## src/rtl/core/fspc_pkg.sv

```systemverilog
// Package for the filtered speed PID controller.
// Holds the sequencer-to-datapath control types, register indexes and fixed constants.
// No dependencies.
`timescale 1ns / 1ps
`default_nettype none

package fspc_pkg;

  // Field and port widths
  localparam int SAMPLE_W   = 10;
  localparam int LEVEL_W    = 8;
  localparam int STEP_W     = 11;
  localparam int CFG_IDX_W  = 2;
  localparam int CFG_DATA_W = 24;
  localparam int GAIN_W     = 24;
  localparam int TARGET_W   = 8;

  // Shared multiplier operand and product widths
  localparam int MUL_W  = 24;
  localparam int PROD_W = 2 * MUL_W;

  // Loop arithmetic widths
  localparam int SETPOINT_W = 17;
  localparam int SPEED_W    = 23;
  localparam int ERROR_W    = 24;
  localparam int DERIV_W    = 25;
  localparam int INTEG_W    = 40;
  localparam int ACC_W      = 66;
  localparam int CLAMP_W    = 7;

  // Register indexes on the configuration port
  localparam logic [CFG_IDX_W-1:0] CFG_SPEED_TARGET = 2'd0;
  localparam logic [CFG_IDX_W-1:0] CFG_GAIN_P       = 2'd1;
  localparam logic [CFG_IDX_W-1:0] CFG_GAIN_I       = 2'd2;
  localparam logic [CFG_IDX_W-1:0] CFG_GAIN_D       = 2'd3;

  // |step| * 65536 / 14 = |step| * 4681 + |step| / 7
  localparam logic [MUL_W-1:0] SPEED_MUL  = 24'd4681;
  // floor(x / 7) = (x * 1171) >> 13 for any 10-bit x
  localparam logic [MUL_W-1:0] DIV7_RECIP = 24'd1171;
  localparam int               DIV7_SHIFT = 13;
  // Gain sum is Q28 (Q16 error times Q12 gain)
  localparam int               SUM_SHIFT  = 28;
  localparam logic [CLAMP_W-1:0] LEVEL_MAX = 7'd100;
  // floor(x / 100) = (x * 41944) >> 22 for any 15-bit x
  localparam logic [MUL_W-1:0] LEVEL_RECIP = 24'd41944;
  localparam int               LEVEL_SHIFT = 22;

  // Integral saturation bounds
  localparam logic [INTEG_W-1:0] INTEG_MAX = {1'b0, {(INTEG_W-1){1'b1}}};
  localparam logic [INTEG_W-1:0] INTEG_MIN = {1'b1, {(INTEG_W-1){1'b0}}};

  // Operand pair fed to the shared multiplier
  typedef enum logic [3:0] {
    MUL_HOLD,
    MUL_SAMPLE_LEN,
    MUL_TOTAL_RECIP,
    MUL_MAG_SPEED,
    MUL_MAG_RECIP7,
    MUL_ERR_KP,
    MUL_INT_LO_KI,
    MUL_INT_HI_KI,
    MUL_DER_KD,
    MUL_LEVEL_SCALE
  } mul_sel_t;

  // Register update performed by the datapath in a program step
  typedef enum logic [3:0] {
    ACT_NONE,
    ACT_WINDOW,
    ACT_TOTAL,
    ACT_AVERAGE,
    ACT_SETPOINT,
    ACT_SPEED,
    ACT_ERROR,
    ACT_INTEGRAL,
    ACT_MAGS,
    ACT_ACC_ERR,
    ACT_ACC_INT_LO,
    ACT_ACC_INT_HI,
    ACT_ACC_DER,
    ACT_CLAMP,
    ACT_FINISH_SCALE,
    ACT_FINISH_ZERO
  } act_t;

  // Control bundle from the sequencer to the window and the datapath
  typedef struct packed {
    logic     start;
    mul_sel_t mul_sel;
    act_t     act;
  } dp_ctrl_t;

endpackage

`default_nettype wire

```

## src/rtl/core/filtered_speed_pid_controller.sv

```systemverilog
// Top level of the filtered speed PID controller.
// Connects the sequencer, the sample window and the datapath.
// Depends on fspc_pkg, fspc_seq, fspc_window and fspc_datapath.
`timescale 1ns / 1ps
`default_nettype none

// Each transferred adc_sample goes into a WINDOW_LENGTH-entry ring window (the first
// sample after reset stands for the whole window); the result carries the window average
// as filtered_angle, its change as angle_step, and a PID drive_level computed against
// speed_target. A small microcode program runs every item through one shared 24x24
// multiplier; when the gain sum is not positive it skips the level scaling and publishes
// a zero drive_level. Its final step waits while the output register holds a result that
// was not taken, and a new item is taken only once the program is back in idle. A
// finished result waits in the output register while the next item is taken and worked
// on. Configuration registers may be written only while the block is idle.

module filtered_speed_pid_controller #(
  parameter int WINDOW_LENGTH = 8
) (
  input  logic                                clk,
  input  logic                                rst,
  input  logic                                in_valid,
  output logic                                in_stall,
  input  logic [fspc_pkg::SAMPLE_W-1:0]       adc_sample,
  output logic                                out_valid,
  input  logic                                out_stall,
  output logic [fspc_pkg::LEVEL_W-1:0]        drive_level,
  output logic [fspc_pkg::SAMPLE_W-1:0]       filtered_angle,
  output logic signed [fspc_pkg::STEP_W-1:0]  angle_step,
  input  logic                                cfg_write,
  input  logic [fspc_pkg::CFG_IDX_W-1:0]      cfg_index,
  input  logic [fspc_pkg::CFG_DATA_W-1:0]     cfg_data
);
  import fspc_pkg::*;

  dp_ctrl_t            ctrl;
  logic                acc_nonpos;
  logic [SAMPLE_W-1:0] sample;
  logic [SAMPLE_W-1:0] old_sample;
  logic                primed;

  // Program sequencer and handshakes
  fspc_seq u_seq (
    .clk        (clk),
    .rst        (rst),
    .in_valid   (in_valid),
    .in_stall   (in_stall),
    .out_valid  (out_valid),
    .out_stall  (out_stall),
    .acc_nonpos (acc_nonpos),
    .ctrl       (ctrl)
  );

  // Sample ring window
  fspc_window #(
    .WINDOW_LENGTH (WINDOW_LENGTH)
  ) u_window (
    .clk        (clk),
    .rst        (rst),
    .ctrl       (ctrl),
    .adc_sample (adc_sample),
    .sample     (sample),
    .old_sample (old_sample),
    .primed     (primed)
  );

  // Arithmetic, loop state and result registers
  fspc_datapath #(
    .WINDOW_LENGTH (WINDOW_LENGTH)
  ) u_datapath (
    .clk            (clk),
    .rst            (rst),
    .ctrl           (ctrl),
    .sample         (sample),
    .old_sample     (old_sample),
    .primed         (primed),
    .cfg_write      (cfg_write),
    .cfg_index      (cfg_index),
    .cfg_data       (cfg_data),
    .acc_nonpos     (acc_nonpos),
    .drive_level    (drive_level),
    .filtered_angle (filtered_angle),
    .angle_step     (angle_step)
  );

endmodule

`default_nettype wire

```

## src/rtl/core/fspc_window.sv

```systemverilog
// Sample ring window of the filtered speed PID controller.
// Holds the window memory, write position and the first-sample fill logic.
// Depends on fspc_pkg.
`timescale 1ns / 1ps
`default_nettype none

module fspc_window #(
  parameter int WINDOW_LENGTH = 8
) (
  input  logic                               clk,
  input  logic                               rst,
  input  fspc_pkg::dp_ctrl_t                 ctrl,
  input  logic [fspc_pkg::SAMPLE_W-1:0]      adc_sample,
  output logic [fspc_pkg::SAMPLE_W-1:0]      sample,
  output logic [fspc_pkg::SAMPLE_W-1:0]      old_sample,
  output logic                               primed
);
  import fspc_pkg::*;

  localparam int POS_W = (WINDOW_LENGTH > 1) ? $clog2(WINDOW_LENGTH) : 1;
  localparam logic [POS_W-1:0] POS_LAST = POS_W'(WINDOW_LENGTH - 1);

  logic [SAMPLE_W-1:0] mem [0:WINDOW_LENGTH-1];
  logic [SAMPLE_W-1:0] rd_data;
  logic [SAMPLE_W-1:0] fill_sample;
  logic [POS_W-1:0]    pos;
  logic                lap_done;
  logic                commit;

  assign commit = (ctrl.act == ACT_WINDOW);

  // Capture the sample and read the entry it replaces on transfer; write it back in the step after
  always_ff @(posedge clk) begin
    if (ctrl.start) begin
      sample  <= adc_sample;
      rd_data <= mem[pos];
    end
    if (commit) begin
      mem[pos] <= sample;
    end
  end

  // Remember the first sample; it stands in for every entry until the first lap completes
  always_ff @(posedge clk) begin
    if (commit && !primed) begin
      fill_sample <= sample;
    end
  end

  // Advance the write position and track the first lap
  always_ff @(posedge clk) begin
    if (rst) begin
      pos      <= '0;
      lap_done <= 1'b0;
      primed   <= 1'b0;
    end else if (commit) begin
      primed <= 1'b1;
      if (pos == POS_LAST) begin
        pos      <= '0;
        lap_done <= 1'b1;
      end else begin
        pos <= pos + POS_W'(1);
      end
    end
  end

  // Entry being replaced: the new sample itself on the very first transfer
  always_comb begin
    if (!primed) begin
      old_sample = sample;
    end else if (lap_done) begin
      old_sample = rd_data;
    end else begin
      old_sample = fill_sample;
    end
  end

endmodule

`default_nettype wire

```

## src/rtl/core/fspc_datapath.sv

```systemverilog
// Datapath of the filtered speed PID controller.
// Holds configuration registers, the shared 24x24 multiplier, loop state and result registers.
// Depends on fspc_pkg.
`timescale 1ns / 1ps
`default_nettype none

module fspc_datapath #(
  parameter int WINDOW_LENGTH = 8
) (
  input  logic                                clk,
  input  logic                                rst,
  input  fspc_pkg::dp_ctrl_t                  ctrl,
  input  logic [fspc_pkg::SAMPLE_W-1:0]       sample,
  input  logic [fspc_pkg::SAMPLE_W-1:0]       old_sample,
  input  logic                                primed,
  input  logic                                cfg_write,
  input  logic [fspc_pkg::CFG_IDX_W-1:0]      cfg_index,
  input  logic [fspc_pkg::CFG_DATA_W-1:0]     cfg_data,
  output logic                                acc_nonpos,
  output logic [fspc_pkg::LEVEL_W-1:0]        drive_level,
  output logic [fspc_pkg::SAMPLE_W-1:0]       filtered_angle,
  output logic signed [fspc_pkg::STEP_W-1:0]  angle_step
);
  import fspc_pkg::*;

  localparam int TOTAL_W   = $clog2(1023 * WINDOW_LENGTH + 1);
  localparam int AVG_LOG   = $clog2(WINDOW_LENGTH);
  localparam int AVG_SHIFT = TOTAL_W + AVG_LOG;
  localparam int AVG_RECIP = ((1 << AVG_SHIFT) + WINDOW_LENGTH - 1) / WINDOW_LENGTH;

  // Configuration
  logic [TARGET_W-1:0] speed_target;
  logic [GAIN_W-1:0]   gain_p;
  logic [GAIN_W-1:0]   gain_i;
  logic [GAIN_W-1:0]   gain_d;

  // Loop state and working registers
  logic [MUL_W-1:0]      op_a;
  logic [MUL_W-1:0]      op_b;
  logic [PROD_W-1:0]     prod;
  logic [SAMPLE_W-1:0]   old_val;
  logic                  first;
  logic [TOTAL_W-1:0]    total;
  logic [SAMPLE_W-1:0]   prev_avg;
  logic [SAMPLE_W-1:0]   avg;
  logic [STEP_W-1:0]     step;
  logic [SAMPLE_W-1:0]   mag;
  logic [SETPOINT_W-1:0] setpoint;
  logic [SPEED_W-1:0]    speed_part;
  logic [ERROR_W-1:0]    error;
  logic [ERROR_W-1:0]    last_error;
  logic [ERROR_W-1:0]    emag;
  logic [INTEG_W-1:0]    integral;
  logic [INTEG_W-1:0]    imag;
  logic [DERIV_W-1:0]    deriv;
  logic [ERROR_W-1:0]    dmag;
  logic [ACC_W-1:0]      acc;
  logic [CLAMP_W-1:0]    lvl;

  // Combinational helpers
  logic [SAMPLE_W-1:0]  avg_new;
  logic [STEP_W-1:0]    step_new;
  logic [SPEED_W-1:0]   speed_sum;
  logic [INTEG_W:0]     integ_sum;
  logic [ACC_W-1:0]     term;
  logic                 term_neg;
  logic [ACC_W-1:0]     acc_next;
  logic [ACC_W-SUM_SHIFT-1:0] acc_units;
  logic [14:0]          lvl_x255;

  // Write configuration registers; each of the four indexes selects one register
  always_ff @(posedge clk) begin
    if (rst) begin
      speed_target <= '0;
      gain_p       <= '0;
      gain_i       <= '0;
      gain_d       <= '0;
    end else if (cfg_write) begin
      case (cfg_index)
        CFG_SPEED_TARGET: speed_target <= cfg_data[TARGET_W-1:0];
        CFG_GAIN_P:       gain_p       <= cfg_data[GAIN_W-1:0];
        CFG_GAIN_I:       gain_i       <= cfg_data[GAIN_W-1:0];
        CFG_GAIN_D:       gain_d       <= cfg_data[GAIN_W-1:0];
        default: ;
      endcase
    end
  end

  // Select the multiplier operands for this step
  assign lvl_x255 = {lvl, 8'b0} - 15'(lvl);

  always_comb begin
    op_a = '0;
    op_b = '0;
    case (ctrl.mul_sel)
      MUL_SAMPLE_LEN: begin
        op_a = MUL_W'(sample);
        op_b = MUL_W'(WINDOW_LENGTH);
      end
      MUL_TOTAL_RECIP: begin
        op_a = MUL_W'(total);
        op_b = MUL_W'(AVG_RECIP);
      end
      MUL_MAG_SPEED: begin
        op_a = MUL_W'(mag);
        op_b = SPEED_MUL;
      end
      MUL_MAG_RECIP7: begin
        op_a = MUL_W'(mag);
        op_b = DIV7_RECIP;
      end
      MUL_ERR_KP: begin
        op_a = emag;
        op_b = gain_p;
      end
      MUL_INT_LO_KI: begin
        op_a = imag[MUL_W-1:0];
        op_b = gain_i;
      end
      MUL_INT_HI_KI: begin
        op_a = MUL_W'(imag[INTEG_W-1:MUL_W]);
        op_b = gain_i;
      end
      MUL_DER_KD: begin
        op_a = dmag;
        op_b = gain_d;
      end
      MUL_LEVEL_SCALE: begin
        op_a = MUL_W'(lvl_x255);
        op_b = LEVEL_RECIP;
      end
      default: ;
    endcase
  end

  // Shared multiplier: the product is registered and lands in the step after its operands are selected
  always_ff @(posedge clk) begin
    if (ctrl.mul_sel != MUL_HOLD) begin
      prod <= PROD_W'(op_a) * PROD_W'(op_b);
    end
  end

  // Average, angle step, speed, integral sum and accumulator units
  assign avg_new   = prod[AVG_SHIFT +: SAMPLE_W];
  assign step_new  = {1'b0, avg_new} - {1'b0, prev_avg};
  assign speed_sum = speed_part + SPEED_W'(prod[DIV7_SHIFT +: 8]);
  assign integ_sum = {integral[INTEG_W-1], integral}
                   + {{(INTEG_W-ERROR_W+1){error[ERROR_W-1]}}, error};
  assign acc_units = acc[ACC_W-1:SUM_SHIFT];

  // Signed gain term to fold into the accumulator
  always_comb begin
    term     = '0;
    term_neg = 1'b0;
    case (ctrl.act)
      ACT_ACC_ERR: begin
        term     = ACC_W'(prod);
        term_neg = error[ERROR_W-1];
      end
      ACT_ACC_INT_LO: begin
        term     = ACC_W'(prod);
        term_neg = integral[INTEG_W-1];
      end
      ACT_ACC_INT_HI: begin
        term     = {2'b0, prod[INTEG_W-1:0], {MUL_W{1'b0}}};
        term_neg = integral[INTEG_W-1];
      end
      ACT_ACC_DER: begin
        term     = ACC_W'(prod);
        term_neg = deriv[DERIV_W-1];
      end
      default: ;
    endcase
  end

  assign acc_next   = term_neg ? (acc - term) : (acc + term);
  assign acc_nonpos = acc[ACC_W-1] || (acc == '0);

  // Loop state with defined reset values
  always_ff @(posedge clk) begin
    if (rst) begin
      total      <= '0;
      prev_avg   <= '0;
      integral   <= '0;
      last_error <= '0;
    end else begin
      case (ctrl.act)
        ACT_WINDOW: begin
          if (!primed) begin
            prev_avg <= sample;
          end
        end
        ACT_TOTAL: begin
          total <= (first ? prod[TOTAL_W-1:0] : total) - TOTAL_W'(old_val)
                 + TOTAL_W'(sample);
        end
        ACT_AVERAGE: begin
          prev_avg <= avg_new;
        end
        ACT_INTEGRAL: begin
          if (integ_sum[INTEG_W] != integ_sum[INTEG_W-1]) begin
            integral <= integ_sum[INTEG_W] ? INTEG_MIN : INTEG_MAX;
          end else begin
            integral <= integ_sum[INTEG_W-1:0];
          end
          last_error <= error;
        end
        default: ;
      endcase
    end
  end

  // Working registers
  always_ff @(posedge clk) begin
    case (ctrl.act)
      ACT_WINDOW: begin
        old_val <= old_sample;
        first   <= !primed;
      end
      ACT_AVERAGE: begin
        avg  <= avg_new;
        step <= step_new;
        mag  <= step_new[STEP_W-1] ? SAMPLE_W'(-step_new) : step_new[SAMPLE_W-1:0];
      end
      ACT_SETPOINT: begin
        setpoint <= {1'b0, speed_target, speed_target}
                  + SETPOINT_W'(speed_target == 8'hFF);
      end
      ACT_SPEED: begin
        speed_part <= prod[SPEED_W-1:0];
      end
      ACT_ERROR: begin
        error <= {{(ERROR_W-SETPOINT_W){1'b0}}, setpoint} - {1'b0, speed_sum};
      end
      ACT_INTEGRAL: begin
        deriv <= {error[ERROR_W-1], error} - {last_error[ERROR_W-1], last_error};
        emag  <= error[ERROR_W-1] ? (-error) : error;
        acc   <= '0;
      end
      ACT_MAGS: begin
        imag <= integral[INTEG_W-1] ? (-integral) : integral;
        dmag <= deriv[DERIV_W-1] ? ERROR_W'(-deriv) : deriv[ERROR_W-1:0];
      end
      ACT_ACC_ERR, ACT_ACC_INT_LO, ACT_ACC_INT_HI, ACT_ACC_DER: begin
        acc <= acc_next;
      end
      ACT_CLAMP: begin
        lvl <= (acc_units > (ACC_W-SUM_SHIFT)'(LEVEL_MAX)) ? LEVEL_MAX
                                                          : acc_units[CLAMP_W-1:0];
      end
      default: ;
    endcase
  end

  // Load the result registers when the sequencer publishes a result
  always_ff @(posedge clk) begin
    case (ctrl.act)
      ACT_FINISH_SCALE: begin
        drive_level    <= prod[LEVEL_SHIFT +: LEVEL_W];
        filtered_angle <= avg;
        angle_step     <= step;
      end
      ACT_FINISH_ZERO: begin
        drive_level    <= '0;
        filtered_angle <= avg;
        angle_step     <= step;
      end
      default: ;
    endcase
  end

endmodule

`default_nettype wire

```

## src/rtl/core/fspc_seq.sv

```systemverilog
// Microcode sequencer of the filtered speed PID controller.
// Holds the control program, the step counter, the handshakes and the output valid flag.
// Depends on fspc_pkg.
`timescale 1ns / 1ps
`default_nettype none

module fspc_seq (
  input  logic               clk,
  input  logic               rst,
  input  logic               in_valid,
  output logic               in_stall,
  output logic               out_valid,
  input  logic               out_stall,
  input  logic               acc_nonpos,
  output fspc_pkg::dp_ctrl_t ctrl
);
  import fspc_pkg::*;

  typedef logic [4:0] step_t;

  typedef enum logic [0:0] {
    COND_NONE,
    COND_ACC_NONPOS
  } cond_t;

  typedef struct packed {
    mul_sel_t mul_sel;
    act_t     act;
    cond_t    cond;
    step_t    target;
    logic     last;
  } ctrl_word_t;

  typedef enum logic [0:0] {
    SEQ_IDLE,
    SEQ_RUN
  } state_t;

  localparam step_t STEP_ZERO = 5'd16;
  localparam step_t STEP_LAST = 5'd16;

  // Control program: multiplier operands, register update, jump and end-of-item mark
  function automatic ctrl_word_t program_word(input step_t s);
    ctrl_word_t w;
    w = '{mul_sel: MUL_HOLD, act: ACT_NONE, cond: COND_NONE, target: '0, last: 1'b0};
    case (s)
      5'd0:  begin w.mul_sel = MUL_SAMPLE_LEN;  w.act = ACT_WINDOW;   end
      5'd1:  begin w.act = ACT_TOTAL;                                 end
      5'd2:  begin w.mul_sel = MUL_TOTAL_RECIP;                       end
      5'd3:  begin w.act = ACT_AVERAGE;                               end
      5'd4:  begin w.mul_sel = MUL_MAG_SPEED;   w.act = ACT_SETPOINT; end
      5'd5:  begin w.mul_sel = MUL_MAG_RECIP7;  w.act = ACT_SPEED;    end
      5'd6:  begin w.act = ACT_ERROR;                                 end
      5'd7:  begin w.act = ACT_INTEGRAL;                              end
      5'd8:  begin w.mul_sel = MUL_ERR_KP;      w.act = ACT_MAGS;     end
      5'd9:  begin w.mul_sel = MUL_INT_LO_KI;   w.act = ACT_ACC_ERR;  end
      5'd10: begin w.mul_sel = MUL_INT_HI_KI;   w.act = ACT_ACC_INT_LO; end
      5'd11: begin w.mul_sel = MUL_DER_KD;      w.act = ACT_ACC_INT_HI; end
      5'd12: begin w.act = ACT_ACC_DER;                               end
      5'd13: begin
        w.act    = ACT_CLAMP;
        w.cond   = COND_ACC_NONPOS;
        w.target = STEP_ZERO;
      end
      5'd14: begin w.mul_sel = MUL_LEVEL_SCALE;                       end
      5'd15: begin w.act = ACT_FINISH_SCALE;    w.last = 1'b1;        end
      5'd16: begin w.act = ACT_FINISH_ZERO;     w.last = 1'b1;        end
      default: ;
    endcase
    return w;
  endfunction

  state_t     state;
  step_t      step;
  ctrl_word_t word;
  logic       running;
  logic       accept;
  logic       slot_free;
  logic       publish;
  logic       hold_step;
  logic       take_jump;

  assign running   = (state == SEQ_RUN);
  assign word      = program_word(step);
  assign in_stall  = running;
  assign accept    = in_valid && !in_stall;
  assign slot_free = !out_valid || !out_stall;
  assign hold_step = running && word.last && !slot_free;
  assign publish   = running && word.last && slot_free;
  assign take_jump = (word.cond == COND_ACC_NONPOS) && acc_nonpos;

  // Drive the datapath; suppress the update of a final step that must wait for the output
  always_comb begin
    ctrl.start   = accept;
    ctrl.mul_sel = running ? word.mul_sel : MUL_HOLD;
    ctrl.act     = (running && !hold_step) ? word.act : ACT_NONE;
  end

  // Step through the program and hand results over to the output register
  always_ff @(posedge clk) begin
    if (rst) begin
      state     <= SEQ_IDLE;
      step      <= '0;
      out_valid <= 1'b0;
    end else begin
      if (publish) begin
        out_valid <= 1'b1;
      end else if (out_valid && !out_stall) begin
        out_valid <= 1'b0;
      end
      case (state)
        SEQ_IDLE: begin
          if (accept) begin
            state <= SEQ_RUN;
            step  <= '0;
          end
        end
        SEQ_RUN: begin
          if (word.last) begin
            if (slot_free) begin
              state <= SEQ_IDLE;
            end
          end else if (take_jump) begin
            step <= word.target;
          end else begin
            step <= step + 5'd1;
          end
        end
        default: state <= SEQ_IDLE;
      endcase
    end
  end

  // A result is only published into a free output register
  a_publish_free: assert property (@(posedge clk) disable iff (rst)
    publish |-> !(out_valid && out_stall))
    else $error("result published over a waiting result");

  // A transfer starts the program at its first step
  a_start_step: assert property (@(posedge clk) disable iff (rst)
    accept |=> (running && step == '0))
    else $error("program did not start at step zero");

  // The step counter stays inside the program
  a_step_range: assert property (@(posedge clk) disable iff (rst)
    running |-> (step <= STEP_LAST))
    else $error("step counter left the program");

endmodule

`default_nettype wire
```

## config.mk

```make
export PLATFORM = sky130hd
export DESIGN_NAME = filtered_speed_pid_controller
export DESIGN_NICKNAME = d
export VERILOG_FILES = /design/src/rtl/core/fspc_pkg.sv /design/src/rtl/core/filtered_speed_pid_controller.sv /design/src/rtl/core/fspc_window.sv /design/src/rtl/core/fspc_datapath.sv /design/src/rtl/core/fspc_seq.sv
export SDC_FILE = /design/constraint.sdc
export NUM_CORES = 2
export LEC_CHECK = 0
export ABC_AREA = 1
export BUFFER_PORTS_ARGS = -buffer_cell sky130_fd_sc_hd__buf_2
export CELL_PAD_IN_SITES_DETAIL_PLACEMENT = 0
export CELL_PAD_IN_SITES_GLOBAL_PLACEMENT = 2
export CORE_ASPECT_RATIO = 2
export CORE_MARGIN = 2
export CORE_UTILIZATION = 29
export DETAILED_ROUTE_END_ITERATION = 7
export PLACE_DENSITY_LB_ADDON = 0.2
export SLEW_MARGIN = 20
export SYNTH_ARGS = -nofsm -noshare
export SYNTH_HDL_FRONTEND = slang
export SYNTH_SLANG_ARGS = --single-unit
```

## constraint.sdc

```tcl
create_clock -name clk -period 13.3 [get_ports clk]
set_input_delay 1.33 -clock clk [delete_from_list [all_inputs] [get_ports clk]]
set_output_delay 1.33 -clock clk [all_outputs]
set_load 0.05 [all_outputs]
```

Word level (Yosys, flattened, before mapping)
Memory sizes are Yosys's and may differ from the RTL's. A register that Yosys moved wholly into a read port is not among the register bits.
Cells that the tools add are included.

word-level totals
  bits in latches = 0
  memories kept = 1
  memory bits (read-only) = 0
  RAM bits = 80
  flip-flop bits (word level) = 568
  word-level logic and storage cells = 181
  output and inout port bits = 31

memories
  memory        words  bits a word  read ports  clocked after memory_dff  wr ports  line               RTL
  u_window.mem  8      10           1           1                         1         fspc_window.sv:23  logic [SAMPLE_W-1:0] mem [0:WINDOW_LENGTH-1];

operators by class
  reduce and logical (&&, ||, !) cells = 38
  shifts and indexed selects = 0
  magnitude comparators = 1
  equal/unequal tests = 49
  multiply operators = 1
  bitwise gates (word level) = 1
  multiplexer cells = 37
  $add $sub $neg = 17
  div/mod/pow operators = 0

operator list
  operator                                                        count
  case mux 24 bit (8 select lines)                                2
  case mux 66 bit (2 select lines)                                1
  case mux 64 bit (2 select lines)                                1
  2-to-1 mux 40 bit                                               2
  adder 66 x 64 -> 66 bit                                         1
  logical NOT 66 bit                                              1
  2-to-1 mux 66 bit                                               1
  subtractor 66 x 64 -> 66 bit                                    1
  case mux 4 bit (15 select lines)                                1
  multiplier 24 x 24 -> 48 bit                                    1
  negation 24 bit                                                 2
  adder 40 x 24 -> 41 bit                                         1
  == test 4 bit, second input constant                            10
  == test 5 x 4 -> 1 bit, second input constant                   8
  2-to-1 mux 10 bit                                               4
  negation 40 bit                                                 1
  2-to-1 mux 39 bit                                               1
  greater-than comparator 38 x 7 -> 1 bit, second input constant  1
  case mux 4 bit (9 select lines)                                 1
  == test 4 x 3 -> 1 bit, second input constant                   8
  subtractor 24 x 24 -> 25 bit                                    1
  2-to-1 mux 24 bit                                               1
  subtractor 17 x 23 -> 24 bit                                    1
  adder 23 x 8 -> 23 bit                                          1
  45 further kinds                                                91

Longest topological paths before layout
  word-level depth = 14
  depth in mapped cells = 47
  gate-level depth less buffers = 45

Hierarchy
Synthesis repeated with hierarchy kept, for this count alone.

second synthesis, totals
  cells, all modules = 7,558
  area total of the unflattened synthesis = 59,834.9 sq um

by module, submodules not included
  module         instances  area an instance (sq um)  cells each  sequential area each (sq um)
  fspc_datapath  1          54,463.5                  7,022       14,393.8
  fspc_window    1          4,688.2                   427         3,403.3
  fspc_seq       1          683.2                     109         140.1

Least setup slack after synthesis
OpenSTA, ideal clock, no wires.

  path kind = input -> register
  start point = input port out_stall
  end point = register u_datapath.prod[43], data pin
  slack = 4.088 ns
  data required time = 13.040 ns
  buffers on the path = 3
  data arrival time = 8.952 ns
  setup time = 0.260 ns
  stages on the path = 39
  cell sequence = nand2_1 > nand2_1 > nand2_2 > nand2_2 > inv_1 > nand2_1 > nor2_2 > buf_2 > buf_4 > nand2_1 > o211ai_2 > buf_2 > nand2_1 > fa_1 > inv_1 > fa_1 > inv_1 > fa_1 > [... 3 more ...] > fa_1 > inv_1 > fa_1 > inv_1 > fa_1 > inv_1 > ha_1 > a21oi_1 > inv_1 > a21oi_1 > o31ai_1 > a21oi_1 > o21ai_0 > a21o_1 > a21o_1 > nand2_1 > nand2_1 > xor2_1

RTL lines
  element               line                                 RTL
  from (decl)           filtered_speed_pid_controller.sv:26  input logic out_stall,
  to (signal assigned)  fspc_datapath.sv:139                 prod <= PROD_W'(op_a) * PROD_W'(op_b);
  to (decl)             fspc_datapath.sv:40                  logic [PROD_W-1:0] prod;

Worst setup path in the final report
  start point = register u_seq.step[0]
  end point = register u_datapath.prod[46], data pin

on the way
  longest elaborated chain between the ends = 7

RTL lines
  element                                                           line                  RTL
  from (decl)                                                       fspc_seq.sv:74        step_t step;
  from (signal assigned)                                            fspc_seq.sv:124       step <= word.target;
  from (signal assigned)                                            fspc_seq.sv:126       step <= step + 5'd1;
  == test 5 x 4 -> 1 bit, or another cell as far along              fspc_seq.sv:46        case (s)
  case mux 4 bit (9 select lines) (*)                               fspc_seq.sv:46
  2-to-1 mux 4 bit (*)                                              fspc_seq.sv:95        ctrl.mul_sel = running ? word.mul_sel : MUL_HOLD;
  == test 4 x 2 -> 1 bit or == test 4 x 3 -> 1 bit (tied branches)  fspc_datapath.sv:95   case (ctrl.mul_sel)
  OR reduction 2 bit (no source line)                               n/a
  case mux 24 bit (8 select lines)                                  fspc_datapath.sv:95
  multiplier 24 x 24 -> 48 bit (*)                                  fspc_datapath.sv:139

Mark *: on every way between the ends. The rest lies on a longest branch, timed or not.
A chain may end at the register's enable or synchronous reset.

==> reports/results.tsv <==
stage	metric	value	unit
status	status	complete, no violations	
clock_network	clockBufferDepth	3	
worst_setup_path	reg2reg_depth	43	
power	total_power	0.00501	W
detailed_routing	firstDrtPassIters	5	
die	core_area	201000	um^2
job	cap_violations	0	
final_layout	drive_above_1_share	0.0525	
sta	tns	0	ns
detailed_routing	vias	48700	
worst_setup_path	timing.rr.start	u_seq.step[0]	
final_layout	final_nets	8163	
synthesis	yosysTopAreaCell	edfxtp_1	
placement	post_dp_cell_area	62300	um^2
clock_network	insertion_delay	0.72	ns
detailed_routing	first_iter_violations	2764	
die	num_io_pins	72	
synthesis	synth_cell_type_count	69	
sta	slew_viol_final	0	
die	floorplan.initialDensity	0.292	
clock_network	clk_pin_slew	0.07	ns
grt	groute.usage.overall	0.247	
worst_setup_path	required	13.71	ns
die	die_w	322	um
sta	max_slew_margin	0.200	
placement	io_buffers	71	
sta	tightest_slew	1.20	ns
synthesis	synth_top_area_share	0.245	
final_layout	fin_area	64800	um^2
clock_network	cts_resized	0	
synthesis	ys_ff_latch	657	
worst_setup_path	r2r_slack	2.50	ns
synthesis	yosys-top-cells-area	edfxtp_1, fa_1, nand2_1, inv_1, ha_1	
final_layout	fin_util	0.322	
die	die-area	206000	um^2
synthesis	syn_inst	7204	
clock_network	ctsHtreeMaxLevel	3	
final_layout	areaGrowthSynthToFinish	10.5	%
clock_network	cts-root-buf	clkbuf_16	
clock_network	post_cts_buffers	0	
sta	hold_viol	0	
final_layout	fillers	21600	
sta	setup_viol	0	
final_layout	seq_area	17900	um^2
clock_network	cts_tree	done	
clock_network	cts_buffers	73	
grt	antenna_found_initial	10	
final_layout	mostFrequentLayoutCell	nand2_1	
min_path	min_to	u_datapath.angle_step[4]	
worst_setup_path	end_kind	register	
worst_setup_path	cp-start-kind	register	
detailed_routing	drtAntennaViolNets	0	
clock_network	cts_sinks	657	
placement	dp_worst_setup_slack	2.37	ns
grt	first_global_vias	52100	
worst_setup_path	arrival	11.21	ns
synthesis	synth_area	58600	um^2
sta	period_needed	10.80	ns
worst_setup_path	crit_type	register to register	
placement	place_congestion	0.946	
detailed_routing	avgRoutedWirePerCell	25.8	um
sta	finalCritPeriodShare	0.812	
final_layout	multi_input_area	34800	um^2
grt	grt_start_max_net_pins	87	
sta	rsz0062_at_grt	false	
worst_setup_path	path_common_cell	inv_1	
synthesis	synthFlopType	edfxtp_1	
worst_setup_path	critPathMaxStageDelay	0.73	ns
min_path	hold_path_class	register to register	
die	rows	233	
detailed_routing	drc_errors	0	
grt	grt-ovfl-total	0	
final_layout	mostFrequentLayoutCells	nand2_1, inv_1, nor2_1, fa_1, edfxtp_1	
synthesis	ys_warn_count	0	
sta	skew	0.0796	ns
die	die_h	640	um
power	power.density	77.3	nW/um^2
clock_network	cts_hold_buf	0	
sta	fmax	92.6	MHz
detailed_routing	wirelength	255	mm
worst_setup_path	r2r-end	u_datapath.prod[46]	
power	power_leakage	30.6	nW
detailed_routing	via_per_inst	4.91	
synthesis	synth_fp_nets	8108	
worst_setup_path	startpoint	u_seq.step[0]	
min_path	hold_depth	0	
grt	grt_pass1_wl	362	mm
synthesis	synth_area_per_cell	8.14	um^2
synthesis	async_flop_share	0	
min_path	min_from	u_datapath.step[4]	
placement	place_hpwl	211	mm
synthesis	synth_seq_area_share	0.306	
worst_setup_path	critPathMaxFanout	23	
sta	layout_setup_ws	2.50	ns
power	ir_drop	90.3	uV
synthesis	synth_edf_count	478	
worst_setup_path	cp_slowest_cell	inv_1	
-- flip-flops by register name, summed over array words and instances (netlist names), 11 cells and up --
name / count
u_datapath.error: 24
u_datapath.emag: 24
u_datapath.acc: 66
u_window.mem: 80
u_datapath.gain_d: 24
u_datapath.total: 13
u_datapath.speed_part: 23
u_datapath.angle_step: 11
u_datapath.dmag: 24
u_datapath.prod: 48
u_datapath.imag: 40
u_datapath.setpoint: 17
u_datapath.integral: 40
u_datapath.gain_p: 24
u_datapath.deriv: 25
u_datapath.last_error: 24
u_datapath.gain_i: 24
-- Yosys cell counts, drive strengths merged (16+ instances only) --
| cell type | count |
|---|---|
| nand4 | 46 |
| o21ai | 388 |
| inv | 1380 |
| dfxtp | 179 |
| ha | 365 |
| xnor2 | 105 |
| fa | 498 |
| o22ai | 16 |
| a21o | 26 |
| a31oi | 62 |
| or2 | 16 |
| edfxtp | 478 |
| a21boi | 18 |
| nor2 | 862 |
| buf | 85 |
| a21oi | 423 |
| o21a | 21 |
| nor4 | 31 |
| nand2 | 1413 |
| a221oi | 50 |
| nor3 | 78 |
| nand3 | 174 |
| clkbuf | 112 |
| xor2 | 220 |
-- layer usage --
metal  vias to the layer above  GRT usage  part of all wire
li1                      23100          -                 -
met1                     24000      0.217              0.31
met2                      1022      0.508              0.58
met3                       523     0.0197             0.024
met4                         4      0.181             0.087
met5                         -          0           0.00011
-- how the worst max path moves through the flow --
stage	end	depth (start not counted)
6_report	u_datapath.prod[46]	43
5_1_grt	u_datapath.prod[46]	43
4_1_cts	u_datapath.prod[46]	43
3_5_place_dp	u_datapath.prod[46]	37
3_3_place_gp	u_datapath.prod[46]	41
2_1_floorplan	u_datapath.prod[43]	39
-- layout make-up --
cell class	instances	area share
Inverter	1390	0.0806
Clock inverter	43	0.00845
Timing Repair Buffer	177	0.0179
Tap cell	2585	0.0499
Clock buffer	89	0.0297
Multi-Input combinational cell	4960	0.537
Sequential cell	657	0.277
Antenna cell	2	0.0000772
-- logic make-up after synthesis --
group | share of synthesized area
AND/OR/NAND/NOR | 0.182
buffers and inverters | 0.104
AO/OA/AOI/OAI | 0.110
adder cells (fa/ha/maj) | 0.248
flip-flops | 0.306
XOR/XNOR | 0.0485
multiplexers | 0.00137
-- power by group --
group,internal [W],switching [W]
clock,0.00118,0.00101
combinational,0.000148,0.000336
sequential,0.00227,0.0000706
-- metrics by stage --
stage               instances  hold WS, ns
floorplan                7204        0.400
global placement         9768        0.404
detailed placement       9769        0.405
CTS                      9901        0.404
global route             9902        0.420
finish                   9903        0.405
-- critical path, delay by kind of cell, from the launching register on --
| family | cells | cell delay [ns] |
|---|---|---|
| compound gates | 6 | 1.52 |
| buf+inv | 12 | 2.07 |
| simple gates | 15 | 2.25 |
| flops | 1 | 0.34 |
| fa+ha+maj | 9 | 4.14 |
| xor+xnor | 1 | 0.09 |
Note: power is estimated with default switching activity, not from simulation.
